==> src/rtl/core/pimp_pkg.sv <==
package pimp_pkg;

  localparam int unsigned MaxVertices = 1024;
  localparam int unsigned MaxFaces    = 1024;
  localparam int unsigned CoordW      = 16;
  localparam int unsigned IdxW        = 10;
  localparam int unsigned CntW        = 11;

  localparam logic [1:0] OpWrVtx  = 2'd0;
  localparam logic [1:0] OpWrFace = 2'd1;
  localparam logic [1:0] OpQuery  = 2'd2;

  typedef struct packed {
    logic [1:0]               op;
    logic [IdxW-1:0]          slot;
    logic signed [CoordW-1:0] x_val;
    logic signed [CoordW-1:0] y_val;
    logic signed [CoordW-1:0] z_val;
    logic [IdxW-1:0]          corner_a;
    logic [IdxW-1:0]          corner_b;
    logic [IdxW-1:0]          corner_c;
  } in_t;

  typedef struct packed {
    logic            inside_res;
    logic [CntW-1:0] crossings;
    logic            status;
  } out_t;

  typedef struct packed {
    logic            wr_vtx;
    logic            wr_face;
    logic            q_start;
    logic            issue;
    logic [IdxW-1:0] issue_idx;
    logic            resp;
    logic            fin;
    logic            st;
  } cmd_t;

  typedef struct packed {
    logic pipe_busy;
  } stat_t;

endpackage

==> src/rtl/core/pimp_ctrl.sv <==
module pimp_ctrl (
  input  logic                  clk_i,
  input  logic                  rst_ni,
  input  logic                  start,
  input  logic [1:0]            op_i,
  input  logic                  cfg_we_i,
  input  logic [pimp_pkg::CntW-1:0] cfg_wdata_i,
  input  pimp_pkg::stat_t       stat_i,
  output pimp_pkg::cmd_t        cmd_o,
  output logic                  busy
);

  typedef enum logic [1:0] {StIdle, StRun, StDrain} state_e;

  localparam logic [pimp_pkg::CntW-1:0] FaceLim = pimp_pkg::CntW'(pimp_pkg::MaxFaces);

  state_e                      state_q;
  logic [pimp_pkg::CntW-1:0]   fc_q, n_q, idx_q;
  logic                        ovf_q;
  logic                        accept;
  logic [pimp_pkg::CntW-1:0]   n_d;

  assign busy   = (state_q != StIdle);
  assign accept = start && (state_q == StIdle);
  assign n_d    = (fc_q > FaceLim) ? FaceLim : fc_q;

  always_comb begin
    cmd_o           = '0;
    cmd_o.issue_idx = idx_q[pimp_pkg::IdxW-1:0];
    cmd_o.st        = ovf_q;
    unique case (state_q)
      StIdle: begin
        if (accept) begin
          unique case (op_i)
            pimp_pkg::OpWrVtx: begin
              cmd_o.wr_vtx = 1'b1;
              cmd_o.resp   = 1'b1;
              cmd_o.st     = 1'b0;
            end
            pimp_pkg::OpWrFace: begin
              cmd_o.wr_face = 1'b1;
              cmd_o.resp    = 1'b1;
              cmd_o.st      = 1'b0;
            end
            pimp_pkg::OpQuery: begin
              cmd_o.q_start = 1'b1;
            end
            default: begin
              cmd_o.resp = 1'b1;
              cmd_o.st   = 1'b1;
            end
          endcase
        end
      end
      StRun: begin
        cmd_o.issue = 1'b1;
      end
      StDrain: begin
        cmd_o.fin = !stat_i.pipe_busy;
      end
      default: begin
        cmd_o.fin = 1'b0;
      end
    endcase
  end

  always_ff @(posedge clk_i or negedge rst_ni) begin
    if (!rst_ni) begin
      state_q <= StIdle;
      fc_q    <= '0;
      n_q     <= '0;
      idx_q   <= '0;
      ovf_q   <= 1'b0;
    end else begin
      if (cfg_we_i) begin
        fc_q <= cfg_wdata_i;
      end
      unique case (state_q)
        StIdle: begin
          if (accept && (op_i == pimp_pkg::OpQuery)) begin
            n_q     <= n_d;
            idx_q   <= '0;
            ovf_q   <= (fc_q > FaceLim);
            state_q <= (n_d != '0) ? StRun : StDrain;
          end
        end
        StRun: begin
          if (idx_q == n_q - pimp_pkg::CntW'(1)) begin
            state_q <= StDrain;
          end else begin
            idx_q <= idx_q + pimp_pkg::CntW'(1);
          end
        end
        StDrain: begin
          if (!stat_i.pipe_busy) begin
            state_q <= StIdle;
          end
        end
        default: begin
          state_q <= StIdle;
        end
      endcase
    end
  end

endmodule

==> config.mk <==
export PLATFORM = sky130hd
export DESIGN_NAME = pimp_ctrl
export DESIGN_NICKNAME = d
export VERILOG_FILES = /design/src/rtl/core/pimp_pkg.sv /design/src/rtl/core/pimp_ctrl.sv
export SDC_FILE = /design/constraint.sdc
export NUM_CORES = 1
export LEC_CHECK = 0
export BUFFER_PORTS_ARGS = -buffer_cell sky130_fd_sc_hd__buf_2
export CORE_MARGIN = 5
export CORE_UTILIZATION = 27
export DETAILED_ROUTE_END_ITERATION = 8
export MAX_ROUTING_LAYER = met4
export PLACE_DENSITY = 0.4
export SYNTH_ARGS = -nofsm -noshare
export SYNTH_HDL_FRONTEND = slang
export SYNTH_SLANG_ARGS = --single-unit
export TNS_END_PERCENT = 30
==> constraint.sdc <==
create_clock -name clk_i -period 3.4 [get_ports clk_i]
set_input_delay 0 -clock clk_i [delete_from_list [all_inputs] [get_ports clk_i]]
set_output_delay 0 -clock clk_i [all_outputs]
set_load 0.03 [all_outputs]
Word-level counts from Yosys, hierarchy flattened
Index checks and enable logic that the tools add are counted.
{"block": "word_totals", "regBits": 36, "in_bits": 18, "out_inout_bits": 18, "elab_cells": 51}
{"block": "classes", "add_sub_neg": 2, "n_mux": 22, "order_cmp": 1, "reduce_logical": 12, "eq_ne": 9}
{"op": "11-bit two-way mux", "n": 3}
{"op": "11-bit one-hot mux with 2 select lines", "n": 1}
{"op": "11-bit by 1-bit adder with 11-bit output, second input constant", "n": 1}
{"op": "11-bit equality test", "n": 1}
{"op": "11-bit > comparator, second input constant", "n": 1}
{"op": "11-bit nonzero test", "n": 1}
{"op": "11-bit by 1-bit subtractor with 11-bit output, second input constant", "n": 1}
{"op": "1-bit two-way mux", "n": 10}
{"op": "2-bit two-way mux", "n": 4}
{"op": "3-bit two-way mux", "n": 2}
{"op": "2-bit inequality test, second input constant", "n": 3}
{"op": "2-bit one-hot mux with 3 select lines", "n": 1}
{"op": "3-bit AND reduction", "n": 2}
{"op": "2-bit by 1-bit equality test with 1-bit output, second input constant", "n": 2}
{"op": "2-bit equality test, second input constant", "n": 2}
{"op": "2-bit zero test", "n": 2}
{"op": "2-bit nonzero test", "n": 2}
{"op": "1-bit logical AND", "n": 2}
{"op": "2-bit by 1-bit inequality test with 1-bit output, second input constant", "n": 1}
{"op": "1-bit one-hot mux with 2 select lines", "n": 1}
{"op": "2-bit AND reduction", "n": 1}
{"op": "2-bit OR reduction", "n": 1}
{"op": "1-bit zero test", "n": 1}

Longest topological paths before layout
Gate-level depths: netlist of the first run.
{"block": "depth", "ltp_word": 6, "ltp_mapped": 10, "ltp_nobuf": 9}

Worst setup path after synthesis of the first run
OpenSTA, ideal clock, no wires.
{"block": "synth_path", "path_kind": "register -> register", "start": "reg n_q[3] (netlist name)", "end": "reg idx_q[9] (netlist name)", "setup_time_ns": 0.077, "t_required_ns": 3.323, "n_path_buf": 2, "setup_slack_ns": 0.521, "period_less_slack_ns": 2.879, "stages_incl_launch_ff": 10, "t_arrival_ns": 2.801, "path_cell_list": "dfrtp_1 -> buf_6 -> or4_4 -> or3_1 -> o311a_1 -> o2111ai_1 -> o311ai_1 -> buf_6 -> or4_1 -> a21oi_1"}
{"block": "synth_via", "elab_chain_cells": 4}
{"element": "start: declaration", "line_no": "pimp_ctrl.sv:18", "source": "logic [pimp_pkg::CntW-1:0] fc_q, n_q, idx_q;"}
{"element": "start signal: assignment", "line_no": "pimp_ctrl.sv:81", "source": "n_q <= n_d;"}
{"element": "11-bit by 1-bit subtractor with 11-bit output", "line_no": "pimp_ctrl.sv:88", "source": "if (idx_q == n_q - pimp_pkg::CntW'(1)) begin"}
{"element": "11-bit equality test", "line_no": "pimp_ctrl.sv:88"}
{"element": "2-bit inequality test (no source line)"}
{"element": "3-bit AND reduction (no source line)"}
{"element": "end signal: assignment", "line_no": "pimp_ctrl.sv:91", "source": "idx_q <= idx_q + pimp_pkg::CntW'(1);"}
{"element": "end: declaration", "line_no": "pimp_ctrl.sv:18"}
Every way passes these cells.
A chain may end at the register's enable or synchronous reset.

Worst setup path after layout of the first run
{"block": "layout_path", "start": "reg n_q[4] (netlist name)", "end": "reg idx_q[10] (netlist name)"}
The elaborated chain is that of the path after synthesis.

==> results.cfg, run 1 <==
[synthesis]
seq_area_frac_synth = 0.429
async_flop_share = 1.00
syn_area_sq_mm = 0.00210
synth-edff-count = 0
synthTopCellsByArea = dfrtp_1 43%, mux2_2 5.9%, nand2_1 5.0%, buf_4 3.9%, o21ai_0 2.9%
yosysWarnings = 0
netlist-cell-type-count = 44
netlist.top_cell.by_area = dfrtp_1
ys_seq_elements = 36
synth_top_area_frac = 0.429
synth_nets = 239
ys.flop_type = dfrtp_1
syn_inst = 219
synth_area_per_cell_sq_um = 9.59

[worst_hold_path]
hold_class = primary input to register
hp-start = stat_i

[clocking]
htreeDepth = 2
cts.path.max_buffers = 2
cts_tree = yes
postCtsSetupBuffers = 0
cts_inserted_buffers = 5
clock_latency_ns = 0.29
cts_sinks = 36
path_clk_slew_ns = 0.07
root_buffer = clkbuf_8

[layout]
n_antenna_cell = 0
fin_util = 0.330
multi_input_comb_area_sq_mm = 0.00104
final_common_cell = dfrtp_1
fin_nets = 277
seqCellArea_sq_um = 901
mostFrequentLayoutCells = 36 x dfrtp_1, 35 x buf_2, 28 x nand2_1, 12 x o21ai_0, 12 x dlygate4sd3_1
fillers = 815
drive_gt1_frac = 0.256
syn2layout_area_growth_pct = 20.1

[sta]
period_share = 0.908
finClkSkew_ns = 0.00418
report.final.slew_viol_count = 0
slew_headroom = 0.440
fmax_mhz = 324
hold_viol = 0
post-route-min-period_ns = 3.09
setup_viol = 0
rsz0062_at_grt = false
finalSetupTns_ns = 0
tightest_slew_ns = 0.840

[global_routing]
grt_pass1_wl_mm = 8.91
antenna_found_initial = 0
grt_usage = 0.117
grt.overflow.total = 0
grt_max_degree = 37
grt_pass1_vias = 1762

[setup_path]
end_kind = register
regToRegStartpoint = n_q[4]
slowest_stage = or4_4
max_stage_delay_ns = 0.56
arrival_ns = 3.30
critPathKind = register to register
crit_family = simple AND/OR/NAND/NOR gates
critical_path.cell_chain = or4_4 -> or3_1 -> o311a_1 -> o2111ai_1 -> o311ai_2 -> or4_1 -> a21oi_1
crit_start = n_q[4]
critPathMaxFanout = 12
worstSetupStartpointType = register
crit_buf_inv = 0
critPathRequiredTime_ns = 3.62

[power_and_ir_drop]
internal-power_w = 0.000690
p_per_area_mw_per_mm2 = 351
pwr-share-seq = 0.513
irDropWorstVdd_v = 0.000188
p_sw_frac = 0.221
power.share.clock = 0.428
comb_power_share = 0.059
leakagePower_nw = 1.12
p_sw_w = 0.000195

[outcome]
status = finished, final reports clean

[floorplanning]
core_sq_mm = 0.00765
die_w_um = 98.2
die-area_sq_mm = 0.00964
boundaryPins = 36
die_h_um = 98.2
std_cell_rows = 32
initial_utilization = 0.275

[routing]
drt_iter0_markers = 117
route.detailed.drc = 0
vias_per_cell = 4.77
drtAntennaViolNets = 0
firstDrtPassIters = 4
wl_mm = 5.25
vias = 1718
wl_per_cell_um = 14.6

[run]
cap_violations = 0

[placed_design]
hpwl_mm = 3.80
gp_congestion = 0.847
io_buffers = 35
==> power by group through the flow <==
stage	logic, W	clock network, W	registers (W)
5_1_grt	0.0000595	0.000420	0.000457
3_5_place_dp	0.0000428	0	0.000463
4_1_cts	0.0000532	0.000392	0.000455
2_1_floorplan	0.0000235	0	0.000457
6_report	0.0000519	0.000379	0.000454
3_3_place_gp	0.0000423	0	0.000463
==> layer usage <==
| layer | global-route usage | wire, um | vias to the layer above |
|---|---|---|---|
| met5 | - | 0 | - |
| met4 | 0.0242 | 30 | 0 |
| met3 | 0.0300 | 233 | 5 |
| met2 | 0.187 | 2500 | 32 |
| met1 | 0.151 | 2490 | 823 |
| li1 | - | - | 858 |
==> metrics by stage <==
step	std cells	instance area [sq um]	setup slack (ns)	hold slack (ns)	power (W)
floorplan	219	2100	0.521	-0.296	0.000480
finish	360	2520	0.312	0.0259	0.000886
global route	360	2520	0.137	0.0482	0.000937
detailed placement	340	2280	0.137	0.166	0.000506
global placement	340	2280	0.169	0.160	0.000506
CTS	360	2510	0.112	0.0293	0.000900
==> worst paths after layout <==
kind	cells past startpoint	end	slack [ns]
worst max-delay path	7	idx_q[10]	0.31
worst min-delay path	3	state_q[1]	0.03
worst max register to register	7	idx_q[10]	0.31
worst min register to register	2	ovf_q	0.49
max in group asynchronous	2	n_q[4]	2.53
min in group asynchronous	2	idx_q[6]	0.35
==> cells in the mapped netlist (5+ instances only) <==
master and count:
dfrtp_1 36, nand2_1 28, o21ai_0 12, a21oi_1 11
buf_4 11, mux2_2 11, nor2_1 8, inv_1 7
nand3b_1 7, o31ai_1 7, nand3_1 6, nor3_1 5
nor4_1 5, or3_1 5, xnor2_1 5, xor2_1 5
==> kinds of logic after synthesis <==
group,share of synthesized area
simple gates,0.227
xor+xnor,0.0417
flops,0.429
buf+inv,0.0805
fa+ha+maj,0.0119
compound gates,0.136
mux,0.0733
==> final cells by class <==
cell class	count	share of cell area
multi-input cells	157	0.413
flip-flops and latches	36	0.357
repair buffers	50	0.126
well taps	102	0.0506
clock buffers	6	0.0288
clock inverters	2	0.0139
inverters	7	0.0104
==> state kept, by name, summed over array words and instances (netlist names) <==
signal and flops:
fc_q 11, state_q 2, n_q 11, idx_q 11, ovf_q 1
==> worst reg2reg max path, stage by stage (launching register included) <==
cell and delay (ns):
dfrtp_1 0.46, or4_4 0.56, or3_1 0.34, o311a_1 0.34, o2111ai_1 0.32, o311ai_2 0.30
or4_1 0.53, a21oi_1 0.16
==> repair_timing <==
item,4_1_cts,5_1_grt
setup endpoints to repair,0,6
resized for setup,0,2
hold endpoints to repair,47,0
hold buffers,12,0
Power figures use the tool's default switching activity.
==> run 2, diff against run 1 <==
MAX_ROUTING_LAYER = not set   (was met4)
==> run 2 against run 1 <==
Compared with the run above: combinational power hardly changed; global-route usage is 0.34 points lower; utilization stayed put; critical path depth stayed put; worst setup slack worse by 0.0020 ns; final cell count stayed put; wire length is 0.13% higher; count of clock-buffer cells in the layout stayed put.
==> results.cfg, run 2 (same netlist as run 1, synthesis figures left out) <==
[clocking]
cts_sinks = 36
cts_tree = yes
cts_inserted_buffers = 5
path_clk_slew_ns = 0.08
root_buffer = clkbuf_8
cts.path.max_buffers = 2
clock_latency_ns = 0.29
htreeDepth = 2

[routing]
wl_per_cell_um = 14.6
wl_met1_mm = 2.49
wl_met3_um = 236
wl_met2_mm = 2.50
vias = 1712
highest_layer = met4
route.detailed.drc = 0
wl_mm = 5.26
vias_per_cell = 4.76
drtAntennaViolNets = 0
drt_iter0_markers = 110
firstDrtPassIters = 4

[setup_path]
rrSetupSlack_ns = 0.31
arrival_ns = 3.31
critPathRequiredTime_ns = 3.62
worstSetupStartpointType = register
end_kind = register
critPathKind = register to register
critPathMaxFanout = 12

[power_and_ir_drop]
leakagePower_nw = 1.12
irDropWorstVdd_v = 0.000188
p_per_area_mw_per_mm2 = 352

[sta]
rsz0062_at_grt = false
report.final.slew_viol_count = 0
post-route-min-period_ns = 3.09
finClkSkew_ns = 0.00415
period_share = 0.909
setup_viol = 0
finalSetupTns_ns = 0
tightest_slew_ns = 0.839
hold_viol = 0
slew_headroom = 0.440
fmax_mhz = 324

[layout]
reg.largest.list = fc_q x11, idx_q x11, n_q x11
final_common_cell = dfrtp_1
syn2layout_area_growth_pct = 20.1
n_antenna_cell = 0
fillers = 815
drive_gt1_frac = 0.256
fin_nets = 277
mostFrequentLayoutCells = 36 x dfrtp_1, 35 x buf_2, 28 x nand2_1, 12 x o21ai_0, 12 x dlygate4sd3_1
final_cells = 360

[global_routing]
grt_max_degree = 37
grt_pass1_wl_mm = 8.92
grt_pass1_vias = 1765
grt_usage = 0.114
antenna_found_initial = 0
grt.overflow.total = 0

[floorplanning]
core_sq_mm = 0.00765
die_w_um = 98.2
die_h_um = 98.2
std_cell_rows = 32
die-area_sq_mm = 0.00964
boundaryPins = 36
initial_utilization = 0.275

[worst_hold_path]
hold_class = primary input to register

[placed_design]
dpl.cell_count = 340
gp_congestion = 0.834
io_buffers = 35
hpwl_mm = 3.80

[outcome]
status = finished, final reports clean

[run]
cap_violations = 0
[run 2: cell counts in the layout (fill, tap and decap cells not counted)]
Identical to the previous run, type by type.
[run 2: stage by stage]
step,area (sq um),utilization,total power (W),hold WS (ns),setup WS [ns]
6_report,2520,0.330,0.000887,0.0243,0.310
5_1_grt,2520,0.330,0.000936,0.0482,0.138
4_1_cts,2510,0.328,0.000900,0.0293,0.112
3_5_place_dp,2280,0.298,0.000506,0.166,0.137
3_3_place_gp,2280,0.298,0.000506,0.160,0.169
2_1_floorplan,2100,-,0.000480,-0.296,0.521
[run 2: cell type report]
class / instances / area [sq um] / area share
timing repair buffer: 50 / 318 / 0.126
clock inverter: 2 / 35.0 / 0.0139
multi-input combinational: 157 / 1040 / 0.413
tap: 102 / 128 / 0.0506
inverter: 7 / 26.3 / 0.0104
sequential: 36 / 901 / 0.357
clock buffer: 6 / 72.6 / 0.0288
[run 2: timing repair]
action                                  4_1_cts  5_1_grt
endpoints found under the setup margin        0        6
setup buffers                                 0        0
hold buffers                                 12        0
gates resized for setup                       0        2
endpoints found under the hold margin        47        0
[run 2: metal layers]
| metal | GRT usage | up-vias |
|---|---|---|
| met5 | 0 | - |
| met4 | 0.0242 | 0 |
| li1 | - | 858 |
| met3 | 0.0307 | 5 |
| met2 | 0.188 | 30 |
| met1 | 0.150 | 819 |
[run 2: final timing paths]
kind,depth (start not counted),startpoint,endpoint
worst max-delay path,7,n_q[4],idx_q[10]
worst min-delay path,3,stat_i,state_q[1]
worst max register to register,7,n_q[4],idx_q[10]
worst min register to register,2,ovf_q,ovf_q
max in group asynchronous,2,rst_ni,n_q[4]
min in group asynchronous,2,rst_ni,idx_q[6]
[run 2: critical path, cell delays in order (launching register included)]
cell	delay (ns)
dfrtp_1	0.46
or4_4	0.56
or3_1	0.34
o311a_1	0.34
o2111ai_1	0.32
o311ai_2	0.30
or4_1	0.53
a21oi_1	0.16
[run 2: power breakdown]
part           internal (W)  switching (W)  leakage (nW)
Sequential         0.000441      0.0000133         0.447
Clock              0.000218       0.000164        0.0552
Combinational     0.0000313      0.0000206         0.621
Total              0.000690       0.000197          1.12
==> run 3, diff against run 2 <==
CORE_UTILIZATION = 56   (was 27)
PLACE_DENSITY = 0.76   (was 0.4)
==> run 3 against run 2 <==
Compared with the run above: final cell count shrank 16%; combinational power grew 2%; wire length shrank 14%.
==> results.cfg, run 3 (same netlist as run 1, synthesis figures left out) <==
[global_routing]
grt_usage = 0.195
antenna_found_initial = 0
grt_pass1_vias = 1645
grt_max_degree = 37
grt_pass1_wl_mm = 7.79
grt.overflow.total = 0

[layout]
fin_nets = 275
syn2layout_area_growth_pct = 16.2
seqCellArea_sq_um = 901
drive_gt1_frac = 0.250
final_common_cell = dfrtp_1
fillers = 302
multi_input_comb_area_sq_mm = 0.00104
mostFrequentLayoutCells = 36 x dfrtp_1, 35 x buf_2, 28 x nand2_1, 12 x o21ai_0, 12 x dlygate4sd3_1
final_cells = 304
reg.largest.list = fc_q x11, idx_q x11, n_q x11
n_antenna_cell = 0

[power_and_ir_drop]
irDropWorstVdd_v = 0.000297
leakagePower_nw = 1.11
p_per_area_mw_per_mm2 = 359

[sta]
setup_viol = 0
finalSetupTns_ns = 0
timing.final.ws_setup_ns = 0.263
fmax_mhz = 319
rsz0062_at_grt = false
post-route-min-period_ns = 3.14
tightest_slew_ns = 0.798
report.final.slew_viol_count = 0
period_share = 0.923
hold_viol = 0
slew_headroom = 0.468
finClkSkew_ns = 0.00659

[setup_path]
critPathRequiredTime_ns = 3.60
max_stage_delay_ns = 0.58
critPathKind = register to register
critical_path.cell_chain = or4_4 -> or3_1 -> o311a_1 -> o2111ai_1 -> o311ai_2 -> or4_1 -> a21oi_1
slowest_stage = or4_4
worstSetupStartpointType = register
end_kind = register
arrival_ns = 3.34
critPathMaxFanout = 12

[clocking]
root_buffer = clkbuf_8
clock_latency_ns = 0.29
cts_inserted_buffers = 5
htreeDepth = 2
cts.path.max_buffers = 2
cts_sinks = 36
postCtsSetupBuffers = 0
cts_tree = yes
path_clk_slew_ns = 0.07

[routing]
wl_per_cell_um = 14.9
vias = 1757
firstDrtPassIters = 4
vias_per_cell = 5.78
drtAntennaViolNets = 0
route.detailed.drc = 0
drt_iter0_markers = 151
wl_mm = 4.53

[floorplanning]
die-area_sq_mm = 0.00507
std_cell_rows = 22
die_w_um = 71.2
core_sq_mm = 0.00363
die_h_um = 71.2
initial_utilization = 0.578
boundaryPins = 36

[placed_design]
dpl.cell_count = 284
io_buffers = 35
hpwl_mm = 3.16
gp_congestion = 0.935
post-place-ws_ns = 0.156

[outcome]
status = finished, final reports clean

[worst_hold_path]
hold_class = primary input to register

[run]
cap_violations = 0
-- run 3: stage by stage --
step	hold slack, ns	area [sq um]	total power (W)	util
floorplan	-0.296	2100	0.000480	-
global placement	0.132	2200	0.000503	0.605
detailed placement	0.131	2200	0.000504	0.605
CTS	0.0126	2430	0.000886	0.669
global route	0.0779	2440	0.000915	0.671
finish	0.0261	2440	0.000877	0.671
-- run 3: path summary, 6_finish.rpt --
check | start | cells past startpoint | slack [ns] | endpoint
setup / recovery | n_q[3] | 7 | 0.26 | idx_q[10]
hold / removal | stat_i | 3 | 0.03 | state_q[1]
setup reg to reg | n_q[3] | 7 | 0.26 | idx_q[10]
hold reg to reg | ovf_q | 2 | 0.50 | ovf_q
max in group asynchronous | rst_ni | 2 | 2.56 | n_q[3]
min in group asynchronous | rst_ni | 2 | 0.32 | fc_q[0]
-- run 3: critical path, delay by kind of cell (launching register included) --
kind            cells  cell delay, ns
compound gates      4            1.13
flops               1            0.47
simple gates        3            1.45
-- run 3: power by group --
group,internal (W),total (W),switching (W)
logic,0.0000314,0.0000529,0.0000215
registers,0.000441,0.000453,0.0000122
clock network,0.000217,0.000370,0.000153
total,0.000689,0.000877,0.000187
-- run 3: cell type report --
class	count	area share
flip-flops and latches	36	0.369
well taps	48	0.0246
clock buffers	5	0.0282
inverters	7	0.0108
repair buffers	48	0.124
clock inverters	3	0.0174
multi-input cells	157	0.425
-- run 3: layer usage --
metal / track usage / share of wire / vias up
met5: 0 / 0 / -
met3: 0.0477 / 0.069 / 7
met2: 0.307 / 0.49 / 59
met1: 0.265 / 0.43 / 830
li1: - / - / 861
met4: 0.0605 / 0.012 / 0
-- run 3: what timing repair did --
item,CTS,global route
gates resized for setup,0,1
hold endpoints to repair,47,0
endpoints found under the setup margin,0,6
hold buffers,12,0
